===== config.mk =====
export PLATFORM = sky130hd
export DESIGN_NAME = lngrad_queue
export DESIGN_NICKNAME = d
export VERILOG_FILES = /design/src/hw/rtl/layernorm_input_gradient_macros.svh /design/src/hw/rtl/lngrad_pkg.sv /design/src/hw/rtl/lngrad_queue.sv
export SDC_FILE = /design/constraint.sdc
export NUM_CORES = 1
export LEC_CHECK = 0
export ABC_AREA = 1
export ABC_CLOCK_PERIOD_IN_PS = 2960
export BUFFER_PORTS_ARGS = -buffer_cell sky130_fd_sc_hd__buf_2
export CAP_MARGIN = 10
export CORE_MARGIN = 3
export CORE_UTILIZATION = 30
export CTS_CLUSTER_SIZE = 24
export DETAILED_ROUTE_END_ITERATION = 8
export PLACE_DENSITY = 0.58
export SYNTH_ARGS = -nofsm -noshare
export SYNTH_HDL_FRONTEND = slang
export SYNTH_SLANG_ARGS = --single-unit
export TNS_END_PERCENT = 1

===== constraint.sdc =====
create_clock -name clk -period 2.96 [get_ports clk]
set_input_delay 0.148 -clock clk [delete_from_list [all_inputs] [get_ports clk]]
set_output_delay 0.148 -clock clk [all_outputs]
set_load 0.05 [all_outputs]

===== src/hw/rtl/layernorm_input_gradient_macros.svh =====
// assertion helpers for the layer-norm gradient block
`ifndef LAYERNORM_INPUT_GRADIENT_MACROS_SVH
`define LAYERNORM_INPUT_GRADIENT_MACROS_SVH

`ifndef SYNTHESIS
`define LNG_ASSERT(lbl, clk, rst, prop) \
  lbl: assert property (@(posedge clk) disable iff (rst) prop) \
    else $error("layernorm gradient check failed");
`define LNG_ASSERT_ALWAYS(lbl, clk, prop) \
  lbl: assert property (@(posedge clk) prop) \
    else $error("layernorm gradient check failed");
`else
`define LNG_ASSERT(lbl, clk, rst, prop)
`define LNG_ASSERT_ALWAYS(lbl, clk, prop)
`endif

`endif


===== src/hw/rtl/lngrad_pkg.sv =====
`default_nettype none
package lngrad_pkg;

  localparam int ROW_LEN  = 64;
  localparam int ROW_LOG  = $clog2(ROW_LEN);
  localparam int IDX_W    = ROW_LOG;

  // one element on its way from the front to the back
  typedef struct packed {
    logic signed [15:0] x;
    logic signed [31:0] gw;
    logic               last;
  } lng_entry_t;

  // divide by 2^k, round to nearest, ties away from zero
  function automatic logic signed [71:0] rdiv_pow2(input logic signed [71:0] a, input int k);
    logic signed [71:0] m;
    logic signed [71:0] q;
    m = (a < 0) ? -a : a;
    q = (m + (72'sd1 <<< (k - 1))) >>> k;
    return (a < 0) ? -q : q;
  endfunction

endpackage
`default_nettype wire


===== src/hw/rtl/lngrad_queue.sv =====
`default_nettype none
module lngrad_queue (
  input  wire logic                    clk,
  input  wire logic                    rst,
  input  wire logic                    push,
  input  wire lngrad_pkg::lng_entry_t  push_entry,
  output logic                         full,
  input  wire logic                    pop,
  output logic                         empty,
  output lngrad_pkg::lng_entry_t       head
);
  import lngrad_pkg::*;

  lng_entry_t slots [2];
  logic       wr_ptr;
  logic       rd_ptr;
  logic [1:0] fill;

  assign full  = (fill == 2'd2);
  assign empty = (fill == 2'd0);
  assign head  = slots[rd_ptr];

  always_ff @(posedge clk) begin
    if (push) begin
      slots[wr_ptr] <= push_entry;
    end
  end

  always_ff @(posedge clk) begin
    if (rst) begin
      wr_ptr <= 1'b0;
      rd_ptr <= 1'b0;
      fill   <= '0;
    end else begin
      if (push) wr_ptr <= !wr_ptr;
      if (pop)  rd_ptr <= !rd_ptr;
      fill <= fill + 2'(push) - 2'(pop);
    end
  end

endmodule
`default_nettype wire


* Word-level counts from Yosys, hierarchy flattened
Memory sizes are Yosys's and may differ from the RTL's. A register that Yosys moved wholly into a read port is not among the register bits.
Index checks and enable logic that the tools add are counted.
** Storage, ports and cells
- Bits in registers :: 4
- Bits in writable memories :: 98
- Output and inout bits :: 51
- Logic and storage cells :: 14
- Memories :: 1
** Memory list
- slots :: words 2, width 49, rd ports 1, clocked after Yosys merged registers in 1, write ports 1, RTL line lngrad_queue.sv:14 : lng_entry_t slots [2];
** Operators by class
- $add $sub $neg :: 2
- Equal/unequal tests :: 1
- Multiplexer cells :: 4
- Reduce and logical (&&, ||, !) cells :: 3
** Operators by type and width (number)
- $mux W1 :: 4
- $add A2 B1 Y2 :: 1
- $eq A2 B2 Y1 const B :: 1
- $logic_not A1 Y1 :: 2
- $logic_not A2 Y1 :: 1
- $sub A2 B1 Y2 :: 1

* Depth between registers and ports, before layout
- Depth in word-level cells :: 3
- Mapped depth :: 7
- Gate-level depth less buffers :: 7

* Least setup slack after synthesis
OpenSTA, ideal clock, no wires.
- Kind :: register -> register
- Start :: reg wr_ptr
- End :: mem slots[0][0] in the netlist's numbering, enable pin
- Data arrival time :: 2.377 ns
- Setup slack :: 0.126 ns
- Cell stages (with the launch flop) :: 2
- Path buffers :: 0
- Period minus slack after synthesis :: 2.834 ns
- Path through :: dfxtp_1 > nor2_1
** RTL lines
- start, declared :: RTL line lngrad_queue.sv:15 : logic wr_ptr;
- start signal, assigned :: RTL line lngrad_queue.sv:35 : if (push) wr_ptr <= !wr_ptr;
- end, declared :: RTL line lngrad_queue.sv:14
Straight into the memory's write port.

==> impl_metrics.toml <==
[flow_run]
cap_violations = 0

[drt]
drc_errors = 0
ant_nets = 0
drtPass1Iterations = 4
wirelength_um = 7160
detail_route.wl_per_cell_um = 13.8
drt_iter0_drc = 95
vias_per_cell = 4.10
via_count = 2127

[setup_path]
required_ps = 2810
r2r.worst_path.cells = 3
cp-end-kind = "primary output"
crit_arrival_ps = 1960
path_max_fanout = 26
critical_path_class = "register to primary output"
startpoint_type = "register"

[floorplan]
die_h_um = 119
start_util_pct = 31.2
fp-row-count = 40
core_area_sq_um = 12200
die-area_sq_um = 14100
ioPinCount = 104
die_x_um = 119

[layout]
area_delta_synth_final_pct = 39.4
seqCellArea_sq_um = 3040
final.fill_count = 1089
drive_above_1_share_pct = 48.7
n_antenna_cell = 0
nets = 401
multi_input_area_sq_um = 691

[cts]
path_clk_slew_ps = 60
clock-root-buffer = "clkbuf_16"
cts_tree = "yes"
clock-sinks = 103
cts_resized = 0
numCtsBuffers = 9
clk_latency_ps = 340
clk_path_buf_depth = 2
cts.htree.levels = 3

[status]
outcome = "complete, no violations"

[global_routing]
antenna_found_initial = 0
grt_busiest_layer = "met2"
grt_pass1_wl_um = 11500
grt_pass1_vias = 2410
met2_usage_pct = 17.8
grt_max_degree = 27
met3_usage_pct = 3.73
use_met1_pct = 12.0
grt_usage_pct = 10.7
grt_overflow = 0

[sta]
relSlewSlack_pct = 56.4
setup_viol = 0
fin_crit_ps = 2110
finalSetupTns_ps = 0
clock_skew_ps = 2.40
finalMaxSlewViolations = 0
rsz0062_at_grt = "false"
hold_viol = 0
post-route-period-util_pct = 71.1
max_freq_mhz = 475
tightest_slew_ps = 654

[place]
portBuffers = 103
dp_hpwl_um = 4550
gp_congestion = 0.669

[synth]
synthDistinctLibCells = 15
ys_warn_count = 0
netlist_area_sq_um = 3800
syn_avg_cell_area_sq_um = 20.8
syn-num-nets = 238
ys_ff_latch = 103
synth.yosys.seq_area_share_pct = 80.0
postSynthCellCount = 183

[hold_path]
hold_path_depth = 2
hp-class = "input port to register"

[power]
p_total_mw = 3.42
p_per_area_nw_per_um2 = 645
p_leak_nw = 2.04
ir_drop_uv = 366
[final cells by class]
cell class | instances | area share (%)
timing repair buffer | 157 | 19.9
multi-input combinational | 67 | 13.0
clock buffer | 16 | 5.12
inverter | 8 | 0.566
sequential | 103 | 57.4
tap | 168 | 3.96
[cells in the final DEF (no fill, tap or decap), drive strengths merged]
master and count:
dfxtp 5, dlygate4sd3 49, buf 108, a21oi 1
clkbuf 16, edfxtp 98, nor2 8, nand2 4
xnor2 1, inv 8, nor3 1, ha 2
nand3 1, mux2 49
[synthesized netlist by cell type (all sizes together)]
cell type / count / share of area, %
edfxtp: 98 / 77
mux2: 49 / 15
inv: 8 / 0.79
nor2: 8 / 0.79
buf: 5 / 1.3
dfxtp: 5 / 2.6
nand2: 4 / 0.39
ha: 2 / 0.66
a21oi: 1 / 0.13
nand3: 1 / 0.13
nor3: 1 / 0.13
xnor2: 1 / 0.23
[timing repair]
item / in CTS / in global routing
setup buffers: 0 / 0
hold buffers: 49 / 0
hold endpoints to repair: 98 / 0
[path summary, 6_finish.rpt]
path | start | to | slack [ps]
max reg2reg | wr_ptr | slots[1][45] | 1540
min reg2reg | rd_ptr | register | 530
max | register | head[12] | 850
min | rst | register | 20
[critical path, cell delays in order, from the launching register on]
cell and delay [ps]:
dfxtp_2 740, buf_12 290, mux2_2 370, buf_2 210
[per-stage QoR]
step	hold WS, ps	worst slack, ps	instances	instance area [sq um]	utilization (%)
finish	20.6	855	519	5300	43.4
global route	15.2	677	519	5300	43.4
CTS	2.57	740	519	5300	43.4
detailed placement	340	1130	454	4540	37.2
global placement	336	1120	454	4540	37.2
floorplan	219	126	183	3800	-
[sequential cells by signal, summed over array words and instances, names as in the netlist, named ones only]
name and cells:
fill 2, slots 98, rd_ptr 1, wr_ptr 1
[power by group]
part | switching [mW] | total [mW] | internal, mW
clock | 0.462 | 1.08 | 0.618
combinational | 0.406 | 0.621 | 0.215
sequential | 0.0337 | 1.72 | 1.69
total | 0.902 | 3.42 | 2.52
[routing by layer]
| layer | wire length [um] | up-vias | share of wire, % |
|---|---|---|---|
| met4 | 173 | 0 | 2.4 |
| li1 | - | 1021 | - |
| met2 | 3550 | 63 | 50 |
| met1 | 3050 | 1029 | 43 |
| met3 | 385 | 14 | 5.4 |
| met5 | 0 | - | 0 |
[cells by family (layout without fill, tap and decap cells)]
logic type               Yosys count  count (layout)  synth area share [%]
adder cells (fa/ha/maj)            2               2                 0.658
AND/OR/NAND/NOR                   14              14                  1.45
XOR/XNOR                           1               1                 0.230
buffers and inverters             13             181                  2.07
multiplexers                      49              49                  15.5
AO/OA/AOI/OAI                      1               1                 0.131
flip-flops                       103             103                  80.0
No activity file was read; power rests on OpenSTA's default activity.
