`src/hw/rtl/layernorm_input_gradient_macros.svh`:
```
// assertion helpers for the layer-norm gradient block
`ifndef LAYERNORM_INPUT_GRADIENT_MACROS_SVH
`define LAYERNORM_INPUT_GRADIENT_MACROS_SVH

`ifndef SYNTHESIS
`define LNG_ASSERT(lbl, clk, rst, prop) \
  lbl: assert property (@(posedge clk) disable iff (rst) prop) \
    else $error("layernorm gradient check failed");
`define LNG_ASSERT_ALWAYS(lbl, clk, prop) \
  lbl: assert property (@(posedge clk) prop) \
    else $error("layernorm gradient check failed");
`else
`define LNG_ASSERT(lbl, clk, rst, prop)
`define LNG_ASSERT_ALWAYS(lbl, clk, prop)
`endif

`endif

```
`src/hw/rtl/lngrad_pkg.sv`:
```
`default_nettype none
package lngrad_pkg;

  localparam int ROW_LEN  = 64;
  localparam int ROW_LOG  = $clog2(ROW_LEN);
  localparam int IDX_W    = ROW_LOG;

  // one element on its way from the front to the back
  typedef struct packed {
    logic signed [15:0] x;
    logic signed [31:0] gw;
    logic               last;
  } lng_entry_t;

  // divide by 2^k, round to nearest, ties away from zero
  function automatic logic signed [71:0] rdiv_pow2(input logic signed [71:0] a, input int k);
    logic signed [71:0] m;
    logic signed [71:0] q;
    m = (a < 0) ? -a : a;
    q = (m + (72'sd1 <<< (k - 1))) >>> k;
    return (a < 0) ? -q : q;
  endfunction

endpackage
`default_nettype wire

```
`src/hw/rtl/lngrad_front.sv`:
```
`default_nettype none
module lngrad_front (
  input  wire logic                    clk,
  input  wire logic                    rst,
  input  wire logic                    s_tvalid,
  output logic                         s_tready,
  input  wire logic [47:0]             s_tdata,
  input  wire logic                    q_full,
  output logic                         q_push,
  output lngrad_pkg::lng_entry_t       q_entry
);
  import lngrad_pkg::*;

  logic [IDX_W-1:0] count;
  logic signed [15:0] g_in;
  logic signed [15:0] w_in;

  assign g_in     = s_tdata[31:16];
  assign w_in     = s_tdata[47:32];
  assign s_tready = !q_full;
  assign q_push   = s_tvalid && !q_full;

  always_comb begin
    q_entry.x    = s_tdata[15:0];
    q_entry.gw   = g_in * w_in;
    q_entry.last = (count == IDX_W'(ROW_LEN - 1));
  end

  always_ff @(posedge clk) begin
    if (rst) begin
      count <= '0;
    end else if (q_push) begin
      count <= (count == IDX_W'(ROW_LEN - 1)) ? '0 : count + 1'b1;
    end
  end

endmodule
`default_nettype wire

```
`config.mk`:
```
export PLATFORM = sky130hd
export DESIGN_NAME = lngrad_front
export DESIGN_NICKNAME = d
export VERILOG_FILES = /design/src/hw/rtl/layernorm_input_gradient_macros.svh /design/src/hw/rtl/lngrad_pkg.sv /design/src/hw/rtl/lngrad_front.sv
export SDC_FILE = /design/constraint.sdc
export NUM_CORES = 1
export LEC_CHECK = 0
export BUFFER_PORTS_ARGS = -buffer_cell sky130_fd_sc_hd__buf_2
export CAP_MARGIN = 20
export CORE_UTILIZATION = 55
export CTS_CLUSTER_DIAMETER = 150
export DETAILED_ROUTE_END_ITERATION = 6
export PLACE_DENSITY = 0.75
export RECOVER_POWER = 25
export SLEW_MARGIN = 10
export SYNTH_ARGS = -nofsm -noshare
export SYNTH_HDL_FRONTEND = slang
export SYNTH_SLANG_ARGS = --single-unit
```
`constraint.sdc`:
```
create_clock -name clk -period 15.3 [get_ports clk]
set_clock_uncertainty 0.15 [all_clocks]
set_input_delay 1.53 -clock clk [delete_from_list [all_inputs] [get_ports clk]]
set_output_delay 1.53 -clock clk [all_outputs]
set_load 0.1 [all_outputs]
```
# ---- Word-level counts from Yosys, hierarchy flattened
# Index checks and enable logic that the tools add are counted.
dict set report word_totals {
  out_inout_bits 51
  reg_bits 6
  inputBits 52
}
dict set report op_classes {
  add_sub_neg 1
  muxes 1
  mul 1
  n_reduce_logical 2
  n_eq_ne 1
}
# operator count
set op_table {}
lappend op_table {{16-bit by 16-bit multiplier with 32-bit output} 1}
lappend op_table {{6-bit by 1-bit adder with 6-bit output (second input constant)} 1}
lappend op_table {{6-bit equality test (second input constant)} 1}
lappend op_table {{6-bit 2-to-1 mux} 1}
lappend op_table {{1-bit logical AND} 1}
lappend op_table {{1-bit zero test} 1}

# ---- Longest topological paths before layout
dict set report depth {
  word_depth 2
  depth_mapped 23
  depth_no_buf 21
}

# ---- Worst setup path before layout
# Ideal clock, no wire load.
dict set report synth_timing {
  path_type {input -> output}
  from {input port s_tdata[31]}
  to {output port q_entry[24] (netlist bit)}
  slack_ns 5.429
  stages 15
  path_buffers 1
  arrival_ns 8.191
  cell_sequence {clkbuf_1 > nand2_1 > inv_1 > fa_1 > fa_1 > fa_1 > fa_1 > fa_1 > inv_1 > fa_1 > inv_1 > ha_1 > and3_1 > a21boi_2 > nor3_1}
}
# element line
set synth_lines {}
lappend synth_lines {{start: declaration} lngrad_front.sv:7} ;# input wire logic [47:0] s_tdata,
lappend synth_lines {{end: declaration} lngrad_front.sv:10} ;# output lngrad_pkg::lng_entry_t q_entry

==> flow_metrics.py <==
metrics = {
    "route": {
        "drt-vias-per-instance": 5.23,
        "wl_per_cell_um": 15.8,
        "ant_nets": 0,
        "num_vias": 7226,
        "drc": 8,
        "drt_first_iter_violations": 253,
        "first_pass_iters": 7,
        "drt-total-wl_um": 21800,
    },
    "timing": {
        "hold_viol_final": 0,
        "worst_slew_pin_slew_ps": 1160,
        "min_period_ps": 9440,
        "relSlewSlack_pct": 23.3,
        "drv_slew": 0,
        "fmax_mhz": 106,
        "fin_setup_tns_ps": 0,
        "period_share_pct": 61.7,
        "rsz0062_at_grt": "false",
        "setup_violations": 0,
    },
    "clock_network": {
        "postCtsSetupRepairBufs": 0,
        "cts_resized": 0,
        "clock_sinks": 6,
        "cts_made_buffers": 3,
        "clk_latency_ps": 230,
        "cts_max_level": 1,
        "clock-root-buffer": "clkbuf_16",
        "cts_tree": "built",
        "cts.hold.buffers_added": 0,
        "clock_path_buffers": 2,
        "clk_pin_slew_ps": 30,
    },
    "floorplanning": {
        "ioPinCount": 103,
        "die_area_um2": 19300,
        "initial_core_util_pct": 56.7,
        "core_um2": 18100,
        "row_count": 49,
        "die_w_um": 139,
        "die_h_um": 139,
    },
    "cells_and_area": {
        "area_growth_pct": 4.48,
        "drive_gt1_share_pct": 7.81,
        "fillers": 1589,
        "reg.largest.list": "count: 6 flops",
        "nets": 1552,
        "antenna_cells": 0,
        "largest_register_ffs": 6,
        "regMostFlops": "count",
        "final_area_um2": 10800,
    },
    "synthesis": {
        "postSynthCellCount": 1130,
        "yosysMostFrequentCell": "inv_1",
        "synth-seq-cells": 6,
        "yosysWarnings": 0,
        "ys_types": 56,
        "netlist_top_cells_count": "287 x inv_1, 262 x fa_1, 140 x nand2_1",
        "netlist.area_leader.share_pct": 50.9,
        "postSynthAreaPerCell_um2": 9.11,
        "yosys.area.top_type": "fa_1",
        "synth-edff-count": 0,
        "synth-main-ff-cell": "dfxtp_1",
        "synth_area_um2": 10300,
        "synth-seq-area-share_pct": 1.17,
        "async_flop_share_pct": 0,
        "synth_area_leaders": "fa_1 51%, inv_1 10%, ha_1 10%, and2_1 7.3%, nand2_1 5.1%",
        "postSynthNetCount": 1527,
    },
    "placement": {
        "numPortBuffers": 70,
        "gp_congestion": 0.847,
        "place_area_um2": 10700,
        "dpl.hpwl_um": 19000,
    },
    "grt": {
        "grt_max_degree": 17,
        "grtUsageTotal_pct": 24.7,
        "antenna_found_initial": 0,
        "grt_pass1_wl_um": 38200,
        "grt-ovfl-total": 0,
        "grt_pass1_vias": 7890,
    },
    "worst_setup_path": {
        "cp-end-kind": "output pin",
        "worstPathMaxFanout": 16,
        "cp-start-kind": "input port",
        "crit_chain": "buf_2 > nand2_1 > inv_1 > fa_1 > fa_1 > fa_1 > fa_1 > fa_1 > inv_1 > fa_1 > inv_1 > ha_1 > nand2_1 > o21ai_1 > a41oi_1 > o21ai_1 > o311a_4 > o22a_1 > xor2_1 > buf_2",
        "arrival_ps": 7760,
        "critical_path_required_ps": 13620,
        "crit_path_top_delay_cell": "fa_1",
        "critPathMostFrequentCell": "fa_1",
        "max_stage_delay_ps": 800,
        "critPathKind": "input port to output pin",
    },
    "run_status": {
        "violations": "design-rule violations",
        "status": "finished with violations",
    },
    "flow_run": {
        "max_cap_viol_count": 0,
    },
    "min_path": {
        "hp-class": "flip-flop to flip-flop",
    },
}
## final cells by class
cell class	instances	area (µm²)	area share, %
clock buffer	3	75.1	0.698
inverter	287	1080	10.0
multi-input combinational	787	8850	82.3
sequential	6	120	1.12
tap	229	287	2.66
timing repair buffer	70	349	3.24
## metal layers
layer / global-route usage (%) / share of wire, % / vias up
met5: 0 / 0 / -
met4: 6.67 / 2.4 / 0
met1: 32.5 / 41 / 3652
met2: 43.8 / 52 / 197
li1: - / - / 3341
met3: 2.38 / 4.7 / 36
## worst paths after layout
kind | from | end | slack, ps | cells after the start
setup / recovery | s_tdata[31] | q_entry[30] | 5860 | 20
hold / removal | count[5] | count[5] | 350 | 2
setup reg to reg | count[2] | count[5] | 14010 | 3
hold reg to reg | count[5] | count[5] | 350 | 2
## critical path, delay by kind of cell
family                   cells  cell delay [ps]
AO/OA/AOI/OAI                5             1270
XOR/XNOR                     1              150
adder cells (fa/ha/maj)      7             3730
buffers and inverters        5              810
AND/OR/NAND/NOR              2              220
## kinds of logic after synthesis
kind of cell / count (synthesis) / synth area share, %
adders and majority gates: 345 / 61.0
buffers and inverters: 337 / 12.9
and+or+nand+nor: 317 / 15.3
AOI/OAI and AO/OA: 86 / 6.29
xor gates and xnor gates: 38 / 3.23
DFF: 6 / 1.17
muxes: 1 / 0.0972
## placed cells by master (no fill, tap or decap), types with 2 or more instances in the layout
cell / n
nand4_1: 2
a21o_1: 8
nand2b_1: 5
o21bai_1: 5
buf_2: 69
clkbuf_16: 3
and3_1: 3
dfxtp_1: 6
o21a_1: 2
nor2b_1: 3
inv_1: 287
xnor2_1: 29
a21oi_1: 26
a211oi_1: 2
o21ai_0: 9
nor3_1: 3
a211oi_2: 3
o22a_1: 2
o211ai_2: 3
nor2_1: 30
nand2_1: 140
and2_1: 120
xor2_1: 9
o211ai_1: 3
nand3_1: 3
ha_1: 83
o21ai_1: 5
or3_1: 2
fa_1: 262
## stage by stage
| step | std cells | util [%] | hold WS, ps | setup slack (ps) |
|---|---|---|---|---|
| after floorplan | 1130 | - | 307 | 5430 |
| after global placement | 1379 | 58.9 | 321 | 5930 |
| after detailed placement | 1379 | 58.9 | 352 | 5890 |
| after CTS | 1382 | 59.3 | 356 | 5860 |
| after global routing | 1382 | 59.3 | 384 | 5540 |
| final | 1382 | 59.3 | 348 | 5860 |
Power is left out: the tool's default activity adds up to more than one toggle a clock period on the data nets, which glitch-free logic cannot reach.
